## src/spp_pkg.sv

```systemverilog
package spp_pkg;

  localparam int COORD_W   = 16;
  localparam int OUT_IDX_W = 3;

  typedef struct packed {
    logic                      en;
    logic signed [COORD_W-1:0] min_x;
    logic signed [COORD_W-1:0] min_y;
    logic signed [COORD_W-1:0] max_x;
    logic signed [COORD_W-1:0] max_y;
  } spp_body_t;

  typedef enum logic [4:0] {
    ST_LOAD,
    ST_SPREAD,
    ST_AXIS,
    ST_SORT_RI,
    ST_SORT_KI,
    ST_SORT_RJ,
    ST_SORT_CJ,
    ST_SORT_WR,
    ST_SW_RO,
    ST_SW_RB,
    ST_SW_LB,
    ST_SW_RA,
    ST_SW_RM,
    ST_SW_CM,
    ST_SW_EMIT,
    ST_SW_APP,
    ST_FIN
  } spp_state_t;

  typedef struct packed {
    logic in_ready;
    logic spr_step;
    logic axis_latch;
    logic sort_rd_i;
    logic sort_key;
    logic sort_rd_j;
    logic sort_cmp;
    logic sort_wr;
    logic sw_rd_order;
    logic sw_rd_body;
    logic sw_load_body;
    logic sw_skip;
    logic sw_rd_act;
    logic sw_rd_amax;
    logic sw_drop;
    logic sw_emit;
    logic sw_append;
    logic finish;
  } spp_cmd_t;

  typedef struct packed {
    logic in_accept;
    logic in_final;
    logic spr_done;
    logic i_last;
    logic j_last_sort;
    logic p_last;
    logic b_enabled;
    logic act_empty;
    logic j_last_act;
    logic overlap;
    logic emit_ok;
    logic out_free;
  } spp_status_t;

endpackage

```

## src/spp_in_if.sv

```systemverilog
interface spp_in_if;
  import spp_pkg::*;

  logic                      valid;
  logic                      ready;
  logic signed [COORD_W-1:0] box_min_x;
  logic signed [COORD_W-1:0] box_min_y;
  logic signed [COORD_W-1:0] box_max_x;
  logic signed [COORD_W-1:0] box_max_y;
  logic signed [COORD_W-1:0] centre_x;
  logic signed [COORD_W-1:0] centre_y;
  logic                      body_enabled;
  logic                      final_body;

  modport source (
    output valid, box_min_x, box_min_y, box_max_x, box_max_y, centre_x, centre_y,
           body_enabled, final_body,
    input  ready
  );

  modport sink (
    input  valid, box_min_x, box_min_y, box_max_x, box_max_y, centre_x, centre_y,
           body_enabled, final_body,
    output ready
  );

endinterface

```

## src/spp_out_if.sv

```systemverilog
interface spp_out_if;
  import spp_pkg::*;

  logic                 valid;
  logic                 ready;
  logic                 pair_valid;
  logic [OUT_IDX_W-1:0] newer_body;
  logic [OUT_IDX_W-1:0] older_body;
  logic                 last_pair;
  logic                 axis_is_y;
  logic                 dropped_bodies;

  modport source (
    output valid, pair_valid, newer_body, older_body, last_pair, axis_is_y,
           dropped_bodies,
    input  ready
  );

  modport sink (
    input  valid, pair_valid, newer_body, older_body, last_pair, axis_is_y,
           dropped_bodies,
    output ready
  );

endinterface

```

## src/spp_ctrl.sv

```systemverilog
module spp_ctrl (
  input  logic                clk,
  input  logic                rst,
  input  spp_pkg::spp_status_t status,
  output spp_pkg::spp_cmd_t    cmd
);
  import spp_pkg::*;

  spp_state_t state;
  spp_state_t state_next;

  always_ff @(posedge clk) begin
    if (rst) begin
      state <= ST_LOAD;
    end else begin
      state <= state_next;
    end
  end

  always_comb begin
    state_next = state;
    unique case (state)
      ST_LOAD: begin
        if (status.in_accept && status.in_final) state_next = ST_SPREAD;
      end
      ST_SPREAD: begin
        if (status.spr_done) state_next = ST_AXIS;
      end
      ST_AXIS:    state_next = ST_SORT_RI;
      ST_SORT_RI: state_next = ST_SORT_KI;
      ST_SORT_KI: state_next = ST_SORT_RJ;
      ST_SORT_RJ: state_next = ST_SORT_CJ;
      ST_SORT_CJ: begin
        state_next = status.j_last_sort ? ST_SORT_WR : ST_SORT_RJ;
      end
      ST_SORT_WR: begin
        state_next = status.i_last ? ST_SW_RO : ST_SORT_RI;
      end
      ST_SW_RO: state_next = ST_SW_RB;
      ST_SW_RB: state_next = ST_SW_LB;
      ST_SW_LB: begin
        if (status.b_enabled) begin
          state_next = status.act_empty ? ST_SW_APP : ST_SW_RA;
        end else begin
          state_next = status.p_last ? ST_FIN : ST_SW_RO;
        end
      end
      ST_SW_RA: state_next = ST_SW_RM;
      ST_SW_RM: state_next = ST_SW_CM;
      ST_SW_CM: begin
        if (status.overlap) begin
          state_next = ST_SW_EMIT;
        end else begin
          state_next = status.j_last_act ? ST_SW_APP : ST_SW_RA;
        end
      end
      ST_SW_EMIT: begin
        if (status.emit_ok) state_next = status.j_last_act ? ST_SW_APP : ST_SW_RA;
      end
      ST_SW_APP: begin
        state_next = status.p_last ? ST_FIN : ST_SW_RO;
      end
      ST_FIN: begin
        if (status.out_free) state_next = ST_LOAD;
      end
      default: state_next = ST_LOAD;
    endcase
  end

  always_comb begin
    cmd = '0;
    unique case (state)
      ST_LOAD:    cmd.in_ready    = 1'b1;
      ST_SPREAD:  cmd.spr_step    = 1'b1;
      ST_AXIS:    cmd.axis_latch  = 1'b1;
      ST_SORT_RI: cmd.sort_rd_i   = 1'b1;
      ST_SORT_KI: cmd.sort_key    = 1'b1;
      ST_SORT_RJ: cmd.sort_rd_j   = 1'b1;
      ST_SORT_CJ: cmd.sort_cmp    = 1'b1;
      ST_SORT_WR: cmd.sort_wr     = 1'b1;
      ST_SW_RO:   cmd.sw_rd_order = 1'b1;
      ST_SW_RB:   cmd.sw_rd_body  = 1'b1;
      ST_SW_LB: begin
        cmd.sw_load_body = status.b_enabled;
        cmd.sw_skip      = !status.b_enabled;
      end
      ST_SW_RA:   cmd.sw_rd_act   = 1'b1;
      ST_SW_RM:   cmd.sw_rd_amax  = 1'b1;
      ST_SW_CM:   cmd.sw_drop     = !status.overlap;
      ST_SW_EMIT: cmd.sw_emit     = status.emit_ok;
      ST_SW_APP:  cmd.sw_append   = 1'b1;
      ST_FIN:     cmd.finish      = status.out_free;
      default:    cmd = '0;
    endcase
  end

endmodule

```

## src/spp_dp.sv

```systemverilog
module spp_dp #(
  parameter int MAX_BODIES = 8
) (
  input  logic              clk,
  input  logic              rst,
  input  spp_pkg::spp_cmd_t  cmd,
  output spp_pkg::spp_status_t status,
  spp_in_if.sink            items_in,
  spp_out_if.source         pairs_out
);
  import spp_pkg::*;

  localparam int IDX_W = $clog2(MAX_BODIES);
  localparam int CNT_W = $clog2(MAX_BODIES + 1);
  localparam int SUM_W = COORD_W + IDX_W + 1;
  localparam int SQ_W  = 2 * COORD_W + IDX_W;
  localparam int SPR_W = 2 * SUM_W + 2;
  localparam int K_W   = $clog2(SUM_W);

  spp_body_t        body_mem [MAX_BODIES];
  logic [IDX_W-1:0] order_mem [MAX_BODIES];
  logic [IDX_W-1:0] act_mem [MAX_BODIES];

  spp_body_t        body_q;
  logic [IDX_W-1:0] order_q;
  logic [IDX_W-1:0] act_q;
  logic [IDX_W-1:0] body_rd_addr;
  logic             act_we;
  logic [IDX_W-1:0] act_wr_addr;
  logic [IDX_W-1:0] act_wr_data;

  logic [CNT_W-1:0]        body_count;
  logic                    overflow_seen;
  logic signed [SUM_W-1:0] sum_pos_x;
  logic signed [SUM_W-1:0] sum_pos_y;
  logic [SQ_W-1:0]         sum_sq_x;
  logic [SQ_W-1:0]         sum_sq_y;
  logic signed [SPR_W-1:0] spread_x;
  logic signed [SPR_W-1:0] spread_y;
  logic [K_W-1:0]          k;
  logic                    axis_y;

  logic [IDX_W-1:0]          i;
  logic [IDX_W-1:0]          j;
  logic [IDX_W-1:0]          p;
  logic [IDX_W-1:0]          rank;
  logic signed [COORD_W-1:0] key_i;
  logic [CNT_W-1:0]          w;
  logic [CNT_W-1:0]          act_count;
  logic [IDX_W-1:0]          bidx;
  logic [IDX_W-1:0]          aidx;
  logic signed [COORD_W-1:0] bmin;
  logic                      held_valid;
  logic [IDX_W-1:0]          held_new;
  logic [IDX_W-1:0]          held_old;

  logic                        in_accept;
  logic                        store_ok;
  logic signed [COORD_W-1:0]   key_q;
  logic signed [COORD_W-1:0]   amax_q;
  logic signed [2*COORD_W-1:0] sq_cx;
  logic signed [2*COORD_W-1:0] sq_cy;
  logic [SUM_W-1:0]            abs_x;
  logic [SUM_W-1:0]            abs_y;
  logic [SUM_W-1:0]            n_ext;
  logic [SPR_W-1:0]            tp_x;
  logic [SPR_W-1:0]            tp_y;
  logic [SPR_W-1:0]            tm_x;
  logic [SPR_W-1:0]            tm_y;
  logic                        out_free;
  logic                        push;

  assign items_in.ready = cmd.in_ready;
  assign in_accept      = items_in.valid && cmd.in_ready;
  assign store_ok       = body_count < CNT_W'(MAX_BODIES);

  assign key_q  = axis_y ? body_q.min_y : body_q.min_x;
  assign amax_q = axis_y ? body_q.max_y : body_q.max_x;

  assign sq_cx = items_in.centre_x * items_in.centre_x;
  assign sq_cy = items_in.centre_y * items_in.centre_y;

  assign abs_x = sum_pos_x[SUM_W-1] ? SUM_W'(-sum_pos_x) : SUM_W'(sum_pos_x);
  assign abs_y = sum_pos_y[SUM_W-1] ? SUM_W'(-sum_pos_y) : SUM_W'(sum_pos_y);
  assign n_ext = SUM_W'(body_count);
  assign tp_x  = n_ext[k] ? (SPR_W'(sum_sq_x) << k) : '0;
  assign tp_y  = n_ext[k] ? (SPR_W'(sum_sq_y) << k) : '0;
  assign tm_x  = abs_x[k] ? (SPR_W'(abs_x) << k) : '0;
  assign tm_y  = abs_y[k] ? (SPR_W'(abs_y) << k) : '0;

  assign out_free = !pairs_out.valid || pairs_out.ready;
  assign push     = (cmd.sw_emit && held_valid) || cmd.finish;

  always_comb begin
    priority if (cmd.sort_rd_i) begin
      body_rd_addr = i;
    end else if (cmd.sort_rd_j) begin
      body_rd_addr = j;
    end else if (cmd.sw_rd_body) begin
      body_rd_addr = order_q;
    end else begin
      body_rd_addr = act_q;
    end
  end

  always_comb begin
    act_we      = cmd.sw_emit || cmd.sw_append;
    act_wr_addr = w[IDX_W-1:0];
    act_wr_data = cmd.sw_emit ? aidx : bidx;
  end

  always_ff @(posedge clk) begin
    if (in_accept && store_ok) begin
      body_mem[body_count[IDX_W-1:0]] <= '{
        en:    items_in.body_enabled,
        min_x: items_in.box_min_x,
        min_y: items_in.box_min_y,
        max_x: items_in.box_max_x,
        max_y: items_in.box_max_y
      };
    end
    body_q <= body_mem[body_rd_addr];
  end

  always_ff @(posedge clk) begin
    if (cmd.sort_wr) begin
      order_mem[rank] <= i;
    end
    if (cmd.sw_rd_order) begin
      order_q <= order_mem[p];
    end
  end

  always_ff @(posedge clk) begin
    if (act_we) begin
      act_mem[act_wr_addr] <= act_wr_data;
    end
    if (cmd.sw_rd_act) begin
      act_q <= act_mem[j];
    end
  end

  // set accumulation and bit-serial spread
  always_ff @(posedge clk) begin
    if (rst || cmd.finish) begin
      body_count    <= '0;
      overflow_seen <= 1'b0;
      sum_pos_x     <= '0;
      sum_pos_y     <= '0;
      sum_sq_x      <= '0;
      sum_sq_y      <= '0;
    end else if (in_accept) begin
      if (store_ok) begin
        body_count <= body_count + CNT_W'(1);
        sum_pos_x  <= sum_pos_x + SUM_W'(items_in.centre_x);
        sum_pos_y  <= sum_pos_y + SUM_W'(items_in.centre_y);
        sum_sq_x   <= sum_sq_x + SQ_W'($unsigned(sq_cx));
        sum_sq_y   <= sum_sq_y + SQ_W'($unsigned(sq_cy));
      end else begin
        overflow_seen <= 1'b1;
      end
    end
  end

  always_ff @(posedge clk) begin
    if (in_accept && items_in.final_body) begin
      spread_x <= '0;
      spread_y <= '0;
      k        <= '0;
    end else if (cmd.spr_step) begin
      spread_x <= spread_x + $signed(tp_x) - $signed(tm_x);
      spread_y <= spread_y + $signed(tp_y) - $signed(tm_y);
      k        <= k + K_W'(1);
    end
  end

  always_ff @(posedge clk) begin
    if (cmd.axis_latch) begin
      axis_y <= spread_x < spread_y;
    end
  end

  // rank sort and sweep counters
  always_ff @(posedge clk) begin
    if (cmd.axis_latch) begin
      i         <= '0;
      p         <= '0;
      act_count <= '0;
    end
    if (cmd.sort_key) begin
      key_i <= key_q;
      j     <= '0;
      rank  <= '0;
    end
    if (cmd.sort_cmp) begin
      if ((key_q < key_i) || ((key_q == key_i) && (j < i))) begin
        rank <= rank + IDX_W'(1);
      end
      j <= j + IDX_W'(1);
    end
    if (cmd.sort_wr) begin
      i <= i + IDX_W'(1);
    end
    if (cmd.sw_rd_body) begin
      bidx <= order_q;
    end
    if (cmd.sw_load_body) begin
      bmin <= key_q;
      j    <= '0;
      w    <= '0;
    end
    if (cmd.sw_skip) begin
      p <= p + IDX_W'(1);
    end
    if (cmd.sw_rd_amax) begin
      aidx <= act_q;
    end
    if (cmd.sw_drop) begin
      j <= j + IDX_W'(1);
    end
    if (cmd.sw_emit) begin
      j <= j + IDX_W'(1);
      w <= w + CNT_W'(1);
    end
    if (cmd.sw_append) begin
      act_count <= w + CNT_W'(1);
      p         <= p + IDX_W'(1);
    end
  end

  always_ff @(posedge clk) begin
    if (rst || cmd.finish) begin
      held_valid <= 1'b0;
    end else if (cmd.sw_emit) begin
      held_valid <= 1'b1;
    end
    if (cmd.sw_emit) begin
      held_new <= bidx;
      held_old <= aidx;
    end
  end

  // output register, one pair held back to mark the last one
  always_ff @(posedge clk) begin
    if (rst) begin
      pairs_out.valid <= 1'b0;
    end else if (push) begin
      pairs_out.valid <= 1'b1;
    end else if (pairs_out.ready) begin
      pairs_out.valid <= 1'b0;
    end
    if (push) begin
      pairs_out.pair_valid     <= held_valid;
      pairs_out.newer_body     <= held_valid ? OUT_IDX_W'(held_new) : '0;
      pairs_out.older_body     <= held_valid ? OUT_IDX_W'(held_old) : '0;
      pairs_out.last_pair      <= cmd.finish;
      pairs_out.axis_is_y      <= axis_y;
      pairs_out.dropped_bodies <= overflow_seen;
    end
  end

  assign status.in_accept   = in_accept;
  assign status.in_final    = items_in.final_body;
  assign status.spr_done    = k == K_W'(SUM_W - 1);
  assign status.i_last      = CNT_W'(i) == body_count - CNT_W'(1);
  assign status.j_last_sort = CNT_W'(j) == body_count - CNT_W'(1);
  assign status.p_last      = CNT_W'(p) == body_count - CNT_W'(1);
  assign status.b_enabled   = body_q.en;
  assign status.act_empty   = act_count == '0;
  assign status.j_last_act  = CNT_W'(j) == act_count - CNT_W'(1);
  assign status.overlap     = !(bmin > amax_q);
  assign status.emit_ok     = !held_valid || out_free;
  assign status.out_free    = out_free;

endmodule

```

## src/sweep_and_prune_pair_finder_top.sv

```systemverilog
// Sweep-and-prune pair finder. Bodies load one per cycle while the input is ready, numbered
// by load order; a body beyond MAX_BODIES is discarded and flagged on every result of the
// set. The body marked final_body closes the set: the spread of the centres picks the axis
// (a bit-serial multiply), then a rank sort over the single-port body memory orders the bodies.
// The sweep takes the bodies in rank order; an enabled one drops each active-list entry it
// no longer overlaps, pairs with each one it does overlap, and is then appended. The last
// result is flushed at the end, and output stalls hold the sweep. Each pair is
// one result, the last one flagged; a set with no pairs returns one empty result.
// New bodies are taken again once the last result is in the output register.
module sweep_and_prune_pair_finder_top #(
  parameter int MAX_BODIES = 8
) (
  input logic       clk,
  input logic       rst,
  spp_in_if.sink    items_in,
  spp_out_if.source pairs_out
);
  import spp_pkg::*;

  spp_cmd_t    cmd;
  spp_status_t status;

  spp_ctrl u_ctrl (
    .clk    (clk),
    .rst    (rst),
    .status (status),
    .cmd    (cmd)
  );

  spp_dp #(
    .MAX_BODIES (MAX_BODIES)
  ) u_dp (
    .clk       (clk),
    .rst       (rst),
    .cmd       (cmd),
    .status    (status),
    .items_in  (items_in),
    .pairs_out (pairs_out)
  );

  a_final_stops_load: assert property (@(posedge clk) disable iff (rst)
    (items_in.valid && items_in.ready && items_in.final_body) |=> !items_in.ready)
    else $error("input taken while a set is being swept");

  a_empty_is_last: assert property (@(posedge clk) disable iff (rst)
    (pairs_out.valid && !pairs_out.pair_valid) |-> pairs_out.last_pair)
    else $error("empty result not marked last");

  a_pair_distinct: assert property (@(posedge clk) disable iff (rst)
    (pairs_out.valid && pairs_out.pair_valid) |-> (pairs_out.newer_body != pairs_out.older_body))
    else $error("pair of a body with itself");

endmodule

```

## src/flat_wrapper.sv

```systemverilog
// flat-port wrapper written by rule: the top's interface ports become plain ports
module sweep_and_prune_pair_finder_top_flat import spp_pkg::*;
#(
  parameter int MAX_BODIES = 8
)
  (clk, rst, items_in_valid, items_in_box_min_x, items_in_box_min_y, items_in_box_max_x, items_in_box_max_y, items_in_centre_x, items_in_centre_y, items_in_body_enabled, items_in_final_body, items_in_ready, pairs_out_valid, pairs_out_pair_valid, pairs_out_newer_body, pairs_out_older_body, pairs_out_last_pair, pairs_out_axis_is_y, pairs_out_dropped_bodies, pairs_out_ready);
  spp_in_if items_in_i ();
  spp_out_if pairs_out_i ();
  input logic clk;
  input logic rst;
  input wire logic [$bits(items_in_i.valid)-1:0] items_in_valid;
  input wire logic [$bits(items_in_i.box_min_x)-1:0] items_in_box_min_x;
  input wire logic [$bits(items_in_i.box_min_y)-1:0] items_in_box_min_y;
  input wire logic [$bits(items_in_i.box_max_x)-1:0] items_in_box_max_x;
  input wire logic [$bits(items_in_i.box_max_y)-1:0] items_in_box_max_y;
  input wire logic [$bits(items_in_i.centre_x)-1:0] items_in_centre_x;
  input wire logic [$bits(items_in_i.centre_y)-1:0] items_in_centre_y;
  input wire logic [$bits(items_in_i.body_enabled)-1:0] items_in_body_enabled;
  input wire logic [$bits(items_in_i.final_body)-1:0] items_in_final_body;
  output wire logic [$bits(items_in_i.ready)-1:0] items_in_ready;
  output wire logic [$bits(pairs_out_i.valid)-1:0] pairs_out_valid;
  output wire logic [$bits(pairs_out_i.pair_valid)-1:0] pairs_out_pair_valid;
  output wire logic [$bits(pairs_out_i.newer_body)-1:0] pairs_out_newer_body;
  output wire logic [$bits(pairs_out_i.older_body)-1:0] pairs_out_older_body;
  output wire logic [$bits(pairs_out_i.last_pair)-1:0] pairs_out_last_pair;
  output wire logic [$bits(pairs_out_i.axis_is_y)-1:0] pairs_out_axis_is_y;
  output wire logic [$bits(pairs_out_i.dropped_bodies)-1:0] pairs_out_dropped_bodies;
  input wire logic [$bits(pairs_out_i.ready)-1:0] pairs_out_ready;
  assign items_in_i.valid = items_in_valid;
  assign items_in_i.box_min_x = items_in_box_min_x;
  assign items_in_i.box_min_y = items_in_box_min_y;
  assign items_in_i.box_max_x = items_in_box_max_x;
  assign items_in_i.box_max_y = items_in_box_max_y;
  assign items_in_i.centre_x = items_in_centre_x;
  assign items_in_i.centre_y = items_in_centre_y;
  assign items_in_i.body_enabled = items_in_body_enabled;
  assign items_in_i.final_body = items_in_final_body;
  assign items_in_ready = items_in_i.ready;
  assign pairs_out_valid = pairs_out_i.valid;
  assign pairs_out_pair_valid = pairs_out_i.pair_valid;
  assign pairs_out_newer_body = pairs_out_i.newer_body;
  assign pairs_out_older_body = pairs_out_i.older_body;
  assign pairs_out_last_pair = pairs_out_i.last_pair;
  assign pairs_out_axis_is_y = pairs_out_i.axis_is_y;
  assign pairs_out_dropped_bodies = pairs_out_i.dropped_bodies;
  assign pairs_out_i.ready = pairs_out_ready;
  sweep_and_prune_pair_finder_top #(.MAX_BODIES(MAX_BODIES)) u_core (.clk(clk), .rst(rst), .items_in(items_in_i), .pairs_out(pairs_out_i));
endmodule
```

## config.mk

```make
export PLATFORM = sky130hd
export DESIGN_NAME = sweep_and_prune_pair_finder_top_flat
export DESIGN_NICKNAME = d
export VERILOG_FILES = /design/src/spp_pkg.sv /design/src/spp_in_if.sv /design/src/spp_out_if.sv /design/src/spp_ctrl.sv /design/src/spp_dp.sv /design/src/sweep_and_prune_pair_finder_top.sv /design/src/flat_wrapper.sv
export SDC_FILE = /design/constraint.sdc
export NUM_CORES = 2
export LEC_CHECK = 0
export ABC_AREA = 1
export BUFFER_PORTS_ARGS = -buffer_cell sky130_fd_sc_hd__buf_4
export CAP_MARGIN = 20
export CORE_MARGIN = 1.5
export CORE_UTILIZATION = 65
export DETAILED_ROUTE_END_ITERATION = 6
export PLACE_DENSITY_LB_ADDON = 0.3
export SETUP_SLACK_MARGIN = 0.15
export SYNTH_ARGS = -nofsm -noshare
export SYNTH_HDL_FRONTEND = slang
export SYNTH_HIERARCHICAL = 1
export SYNTH_SLANG_ARGS = --single-unit
```

## constraint.sdc

```tcl
create_clock -name clk -period 22.6 [get_ports clk]
set_input_delay 4.52 -clock clk [delete_from_list [all_inputs] [get_ports clk]]
set_output_delay 4.52 -clock clk [all_outputs]
set_load 0.03 [all_outputs]
```

==> Yosys cells after proc, flatten, opt, wreduce, memory -nomap -nowiden <==
Memories as Yosys holds them, arrays and structs flattened. A register that Yosys moved wholly into a read port is not among the register bits.
Index checks and enable logic that the tools add are counted.
Widths: inputs -> output; s select.
{ "totals": {"register_bits": 286, "latchBits": 0, "ramBits": 568, "rom_bits": 0, "inputBits": 102, "out_inout_bits": 12, "wordCells": 188, "n_memories": 3} }
{ "classes": {"n_addsub": 19, "n_mul": 2, "n_div": 0, "order_cmp": 6, "n_eq_ne": 26, "shifts": 4, "mux": 71, "bitwise_logic": 1, "n_reduce_logical": 25} }
{ "mem_list": {"columns": ["name", "depth", "width", "read_ports", "rd_ports_with_merged_regs", "wr", "line_no", "rtl"], "rows": [
  ["u_core.u_dp.body_mem", 8, 65, 1, 1, 1, "spp_dp.sv:20", "spp_body_t body_mem [MAX_BODIES];"],
  ["u_core.u_dp.act_mem", 8, 3, 1, 1, 1, "spp_dp.sv:22", "logic [IDX_W-1:0] act_mem [MAX_BODIES];"],
  ["u_core.u_dp.order_mem", 8, 3, 1, 1, 1, "spp_dp.sv:21", "logic [IDX_W-1:0] order_mem [MAX_BODIES];"]
]} }
{ "op_table": {"columns": ["cell", "n"], "rows": [
  ["$mux 42", 4],
  ["$pmux 5 s17", 1],
  ["$add 42x42->42", 2],
  ["$shl 20x5->42", 2],
  ["$shl 35x5->42", 2],
  ["$sub 42x42->42", 2],
  ["$add 35x32->35", 2],
  ["$mul 16x16->32", 2],
  ["$mux 3", 19],
  ["$lt 42x42->1", 1],
  ["$add 20x16->20", 2],
  ["$eq 5x4->1 const B", 8],
  ["$mux 20", 2],
  ["$neg 20->20", 2],
  ["$mux 16", 2],
  ["$mux 5", 6],
  ["$mux 1", 27],
  ["$eq 5x3->1 const B", 4],
  ["$mux 4", 5],
  ["$eq 16x16->1", 1],
  ["$eq 3x4->1", 4],
  ["$gt 16x16->1", 1],
  ["$lt 16x16->1", 1],
  ["$bmux 1 s5", 3],
  ["other kinds (24)", 49]
]} }

==> Logic depth before layout (Yosys ltp) <==
{ "logic_depth": {"depth_word": 7, "depth_mapped": 40, "ltp_nobuf": 39} }

==> Cells and area by module <==
The synthesis kept the hierarchy.
{ "modules_own_cells": {"columns": ["mod", "n_inst", "cells_each", "area_each_um2", "seq_area_each_um2"], "rows": [
  ["spp_dp", 1, 9156, 75119.5, 24883.9],
  ["spp_ctrl", 1, 116, 574.3, 100.1]
]} }

==> Worst setup path before layout <==
No wires, ideal clock.
{ "synth_path": {"path_type": "input-to-reg", "start": "input items_in_centre_x[3]", "end": "register u_core.u_dp.sum_sq_x[30]", "setup_ps": 109, "arrival_ps": 11034, "required_time_ps": 22491, "setup_slack_ps": 11457, "path_stages": 35, "path_buffers": 2, "path_cell_list": "clkbuf_1 -> clkbuf_1 -> nand2_1 -> fa_1 -> fa_1 -> fa_1 -> inv_1 -> fa_1 -> fa_1 -> inv_1 -> fa_1 -> inv_1 -> ha_1 -> nand2_1 -> nor2_1 -> nand3_1 -> o2111ai_1 -> a21oi_1 -> o21ai_0 -> nand2_1 -> nand2_1 -> nand2_1 -> inv_1 -> nor2_1 -> ha_1 -> inv_1 -> o21bai_1 -> a21boi_0 -> nor3_1 -> nor4_1 -> nand2_1 -> nand2_1 -> nand3_1 -> nand2_1 -> inv_1"} }
{ "synth_via": {"elab_chain_cells": 2} }
{ "synth_lines": {"columns": ["element", "line_no", "rtl"], "rows": [
  ["start, declared", "flat_wrapper.sv:16", "input wire logic [$bits(items_in_i.centre_x)-1:0] items_in_centre_x;"],
  ["$mul 16x16->32", "spp_dp.sv:80", "assign sq_cx = items_in.centre_x * items_in.centre_x;"],
  ["$add 35x32->35", "spp_dp.sv:157", "sum_sq_x <= sum_sq_x + SQ_W'($unsigned(sq_cx));"],
  ["end signal, assigned", "spp_dp.sv:157", null],
  ["end, declared", "spp_dp.sv:36", "logic [SQ_W-1:0] sum_sq_x;"]
]} }
No other way between the ends.
A chain may end at the register's enable or synchronous reset.

==> Worst setup path after layout <==
{ "layout_path": {"start": "input items_in_centre_y[15]", "end": "register u_core.u_dp.sum_sq_y[33]"} }
{ "layout_via": {"elab_chain_cells": 2} }
{ "layout_lines": {"columns": ["element", "line_no", "rtl"], "rows": [
  ["start, declared", "flat_wrapper.sv:17", "input wire logic [$bits(items_in_i.centre_y)-1:0] items_in_centre_y;"],
  ["$mul 16x16->32", "spp_dp.sv:81", "assign sq_cy = items_in.centre_y * items_in.centre_y;"],
  ["$add 35x32->35", "spp_dp.sv:158", "sum_sq_y <= sum_sq_y + SQ_W'($unsigned(sq_cy));"],
  ["end signal, assigned", "spp_dp.sv:158", null],
  ["end, declared", "spp_dp.sv:37", "logic [SQ_W-1:0] sum_sq_y;"]
]} }
No other way between the ends.

==> results.py <==
metrics = {
    "place": {
        "dp_hpwl_mm": 159,
        "dpl.cell_count": 10600,
        "port_buffers": 113,
        "pre_cts_ws_ns": 10.90,
        "gp_congestion": 1.02,
    },
    "global_route": {
        "grt_pass1_wl_mm": 336,
        "antenna_found_initial": 3,
        "grt_pass1_vias": 63400,
        "overflow": 0,
        "grt_usage": 0.365,
        "grt_max_degree": 208,
    },
    "cts": {
        "hold_buffers": 0,
        "cts_tree": "yes",
        "clk_latency_ns": 0.72,
        "clock-root-buffer": "clkbuf_16",
        "clk_pin_slew_worst_paths_ns": 0.06,
        "clockBufferDepth": 3,
        "htree_levels": 3,
        "post_cts.repair.setup_buffers": 0,
        "cts_buffers": 95,
        "clock-sinks": 925,
        "cts.repair.resized": 0,
    },
    "floorplanning": {
        "io_pins": 114,
        "die_w_um": 344,
        "die_area_um2": 119000,
        "start_util": 0.653,
        "coreArea_um2": 116000,
        "dieHeight_um": 344,
        "rows": 125,
    },
    "synth": {
        "ys.flop_type": "edfxtp_1",
        "yosysWarningCount": 6,
        "synth_area_leaders": "edfxtp_1 26%, fa_1 15%, inv_1 8.9%",
        "yosysTopAreaCellShare": 0.256,
        "syn_area_um2": 75700,
        "synthCells": 9272,
        "yosys.area.top_type": "edfxtp_1",
        "ys_async_sr_fraction": 0,
        "synth_edf_count": 646,
        "yosysSeqAreaShare": 0.330,
        "synth.distinct_cells": 60,
        "ys_seq_elements": 925,
        "syn_avg_cell_area_um2": 8.16,
    },
    "layout": {
        "fin_nets": 10300,
        "syn_to_final_growth_pct": 6.85,
        "finalNonFillerCells": 10800,
        "final.fill_count": 9131,
        "drive_gt1_frac": 0.0540,
    },
    "route": {
        "vias_per_cell": 5.84,
        "drt-total-wl_mm": 215,
        "wl_per_cell_um": 19.9,
        "firstDrtPassIters": 6,
        "post-route-drc-count": 0,
        "drt_iter0_markers": 5454,
        "antenna_left": 0,
        "num_vias": 63100,
    },
    "sta": {
        "fin_setup_tns_ns": 0,
        "fin_crit_ns": 11.11,
        "relSlewSlack": 0.113,
        "clock_skew_ns": 0.0449,
        "min_period_over_period": 0.492,
        "max_slew.worst_pin.slew_ns": 1.32,
        "finalHoldViolCount": 0,
        "fmax_mhz": 90.0,
        "final_max_slew_viol_count": 0,
        "setup_viol": 0,
        "setup_ws_ns": 11.49,
        "rsz0062_at_grt": "no",
        "whs_ns": 0.455,
    },
    "setup_path": {
        "cp_max_fo": 30,
        "crit_top_cell": "nand2_1",
        "start_kind": "primary input",
        "max_stage_delay_ns": 0.87,
        "cp-end-kind": "register",
        "timing.critical_path.buf_inv": 6,
        "cpMaxStageDelayCell": "fa_1",
        "critical_path_class": "in -> reg",
        "worstPathRequired_ns": 23.17,
        "cpLargestDelayFamily": "adder cells",
        "arrival_ns": 11.68,
    },
    "flow_run": {
        "maxCapViolCount": 0,
    },
    "worst_hold_path": {
        "holdCritPathClass": "reg -> reg",
    },
    "outcome": {
        "status": "finished, final reports clean",
    },
}
routing by layer:
metal	up-vias	wire length, µm	track usage
li1	29800	-	-
met1	30100	80900	0.432
met2	2613	108000	0.648
met3	587	14300	0.0457
met4	2	11400	0.191
met5	-	17	0
final timing paths:
kind	from	slack (ns)	end	cells past startpoint
min	u_core/u_dp/aidx[0]	0.46	u_core/u_dp/held_old[0]	0
min reg2reg	u_core/u_dp/aidx[0]	0.46	u_core/u_dp/held_old[0]	0
max	items_in_centre_y[15]	11.49	u_core/u_dp/sum_sq_y[33]	31
max reg2reg	u_core/u_dp/k[3]	15.76	u_core/u_dp/spread_x[32]	25
cell usage in the layout (no fill, tap or decap), types with 275 or more instances in the layout:
| cell type | count |
|---|---|
| a21oi_1 | 468 |
| dfxtp_1 | 275 |
| edfxtp_1 | 646 |
| fa_1 | 550 |
| ha_1 | 467 |
| inv_1 | 1778 |
| nand2_1 | 1552 |
| nand3_1 | 518 |
| nor2_1 | 854 |
| o21ai_0 | 762 |
layout make-up:
cell class / count / area, µm² / share of cell area
diodes: 2 / 5.00 / 0.0000619
clock buffers: 118 / 2670 / 0.0330
clock inverters: 60 / 703 / 0.00869
inverters: 1796 / 6750 / 0.0835
multi-input cells: 6208 / 42600 / 0.527
flip-flops and latches: 925 / 25000 / 0.309
well taps: 1524 / 1910 / 0.0236
repair buffers: 158 / 1200 / 0.0148
kinds of logic (layout without fill, tap and decap cells):
kind of cell / after synthesis / in the layout / synth area share
buffers and inverters: 2147 / 2132 / 0.108
muxes: 126 / 126 / 0.0180
other: 2 / 12 / 0.0000992
adders and majority gates: 1017 / 1017 / 0.223
xor gates and xnor gates: 210 / 210 / 0.0243
AOI/OAI and AO/OA: 1685 / 1685 / 0.124
and+or+nand+nor: 3160 / 3160 / 0.172
DFF: 925 / 925 / 0.330
registers in the layout, indices dropped and copies added, names as in the netlist, 5 cells and up:
| name | flops |
|---|---|
| u_core/u_dp/sum_pos_y | 20 |
| u_core/u_dp/sum_pos_x | 20 |
| u_core/u_dp/sum_sq_y | 35 |
| u_core/u_dp/k | 5 |
| u_core/u_dp/act_mem | 24 |
| u_core/u_dp/sum_sq_x | 35 |
| u_core/u_dp/body_q | 64 |
| u_core/u_dp/bmin | 16 |
| u_core/u_dp/key_i | 16 |
| u_core/u_dp/spread_x | 42 |
| u_core/u_ctrl/state | 5 |
| u_core/u_dp/order_mem | 24 |
| u_core/u_dp/body_mem | 520 |
| u_core/u_dp/spread_y | 42 |
cells in the mapped netlist (81+ instances only):
cell and instances:
o21ai_0 762, dfxtp_1 279, o211ai_1 111, nand3_1 518
xor2_1 136, mux2_2 81, o22ai_1 136, ha_1 467
nand2_1 1553, inv_1 1785, clkbuf_1 221, nor2_1 863
a21oi_1 468, fa_1 550, edfxtp_1 646
stage by stage:
step	utilization	instance area, µm²
3_5_place_dp	0.669	77500
4_1_cts	0.698	80900
3_3_place_gp	0.669	77500
2_1_floorplan	-	75700
6_report	0.698	80900
5_1_grt	0.698	80900
Power is left out: the tool's default activity adds up to more than one toggle a clock period on the data nets, which glitch-free logic cannot reach.
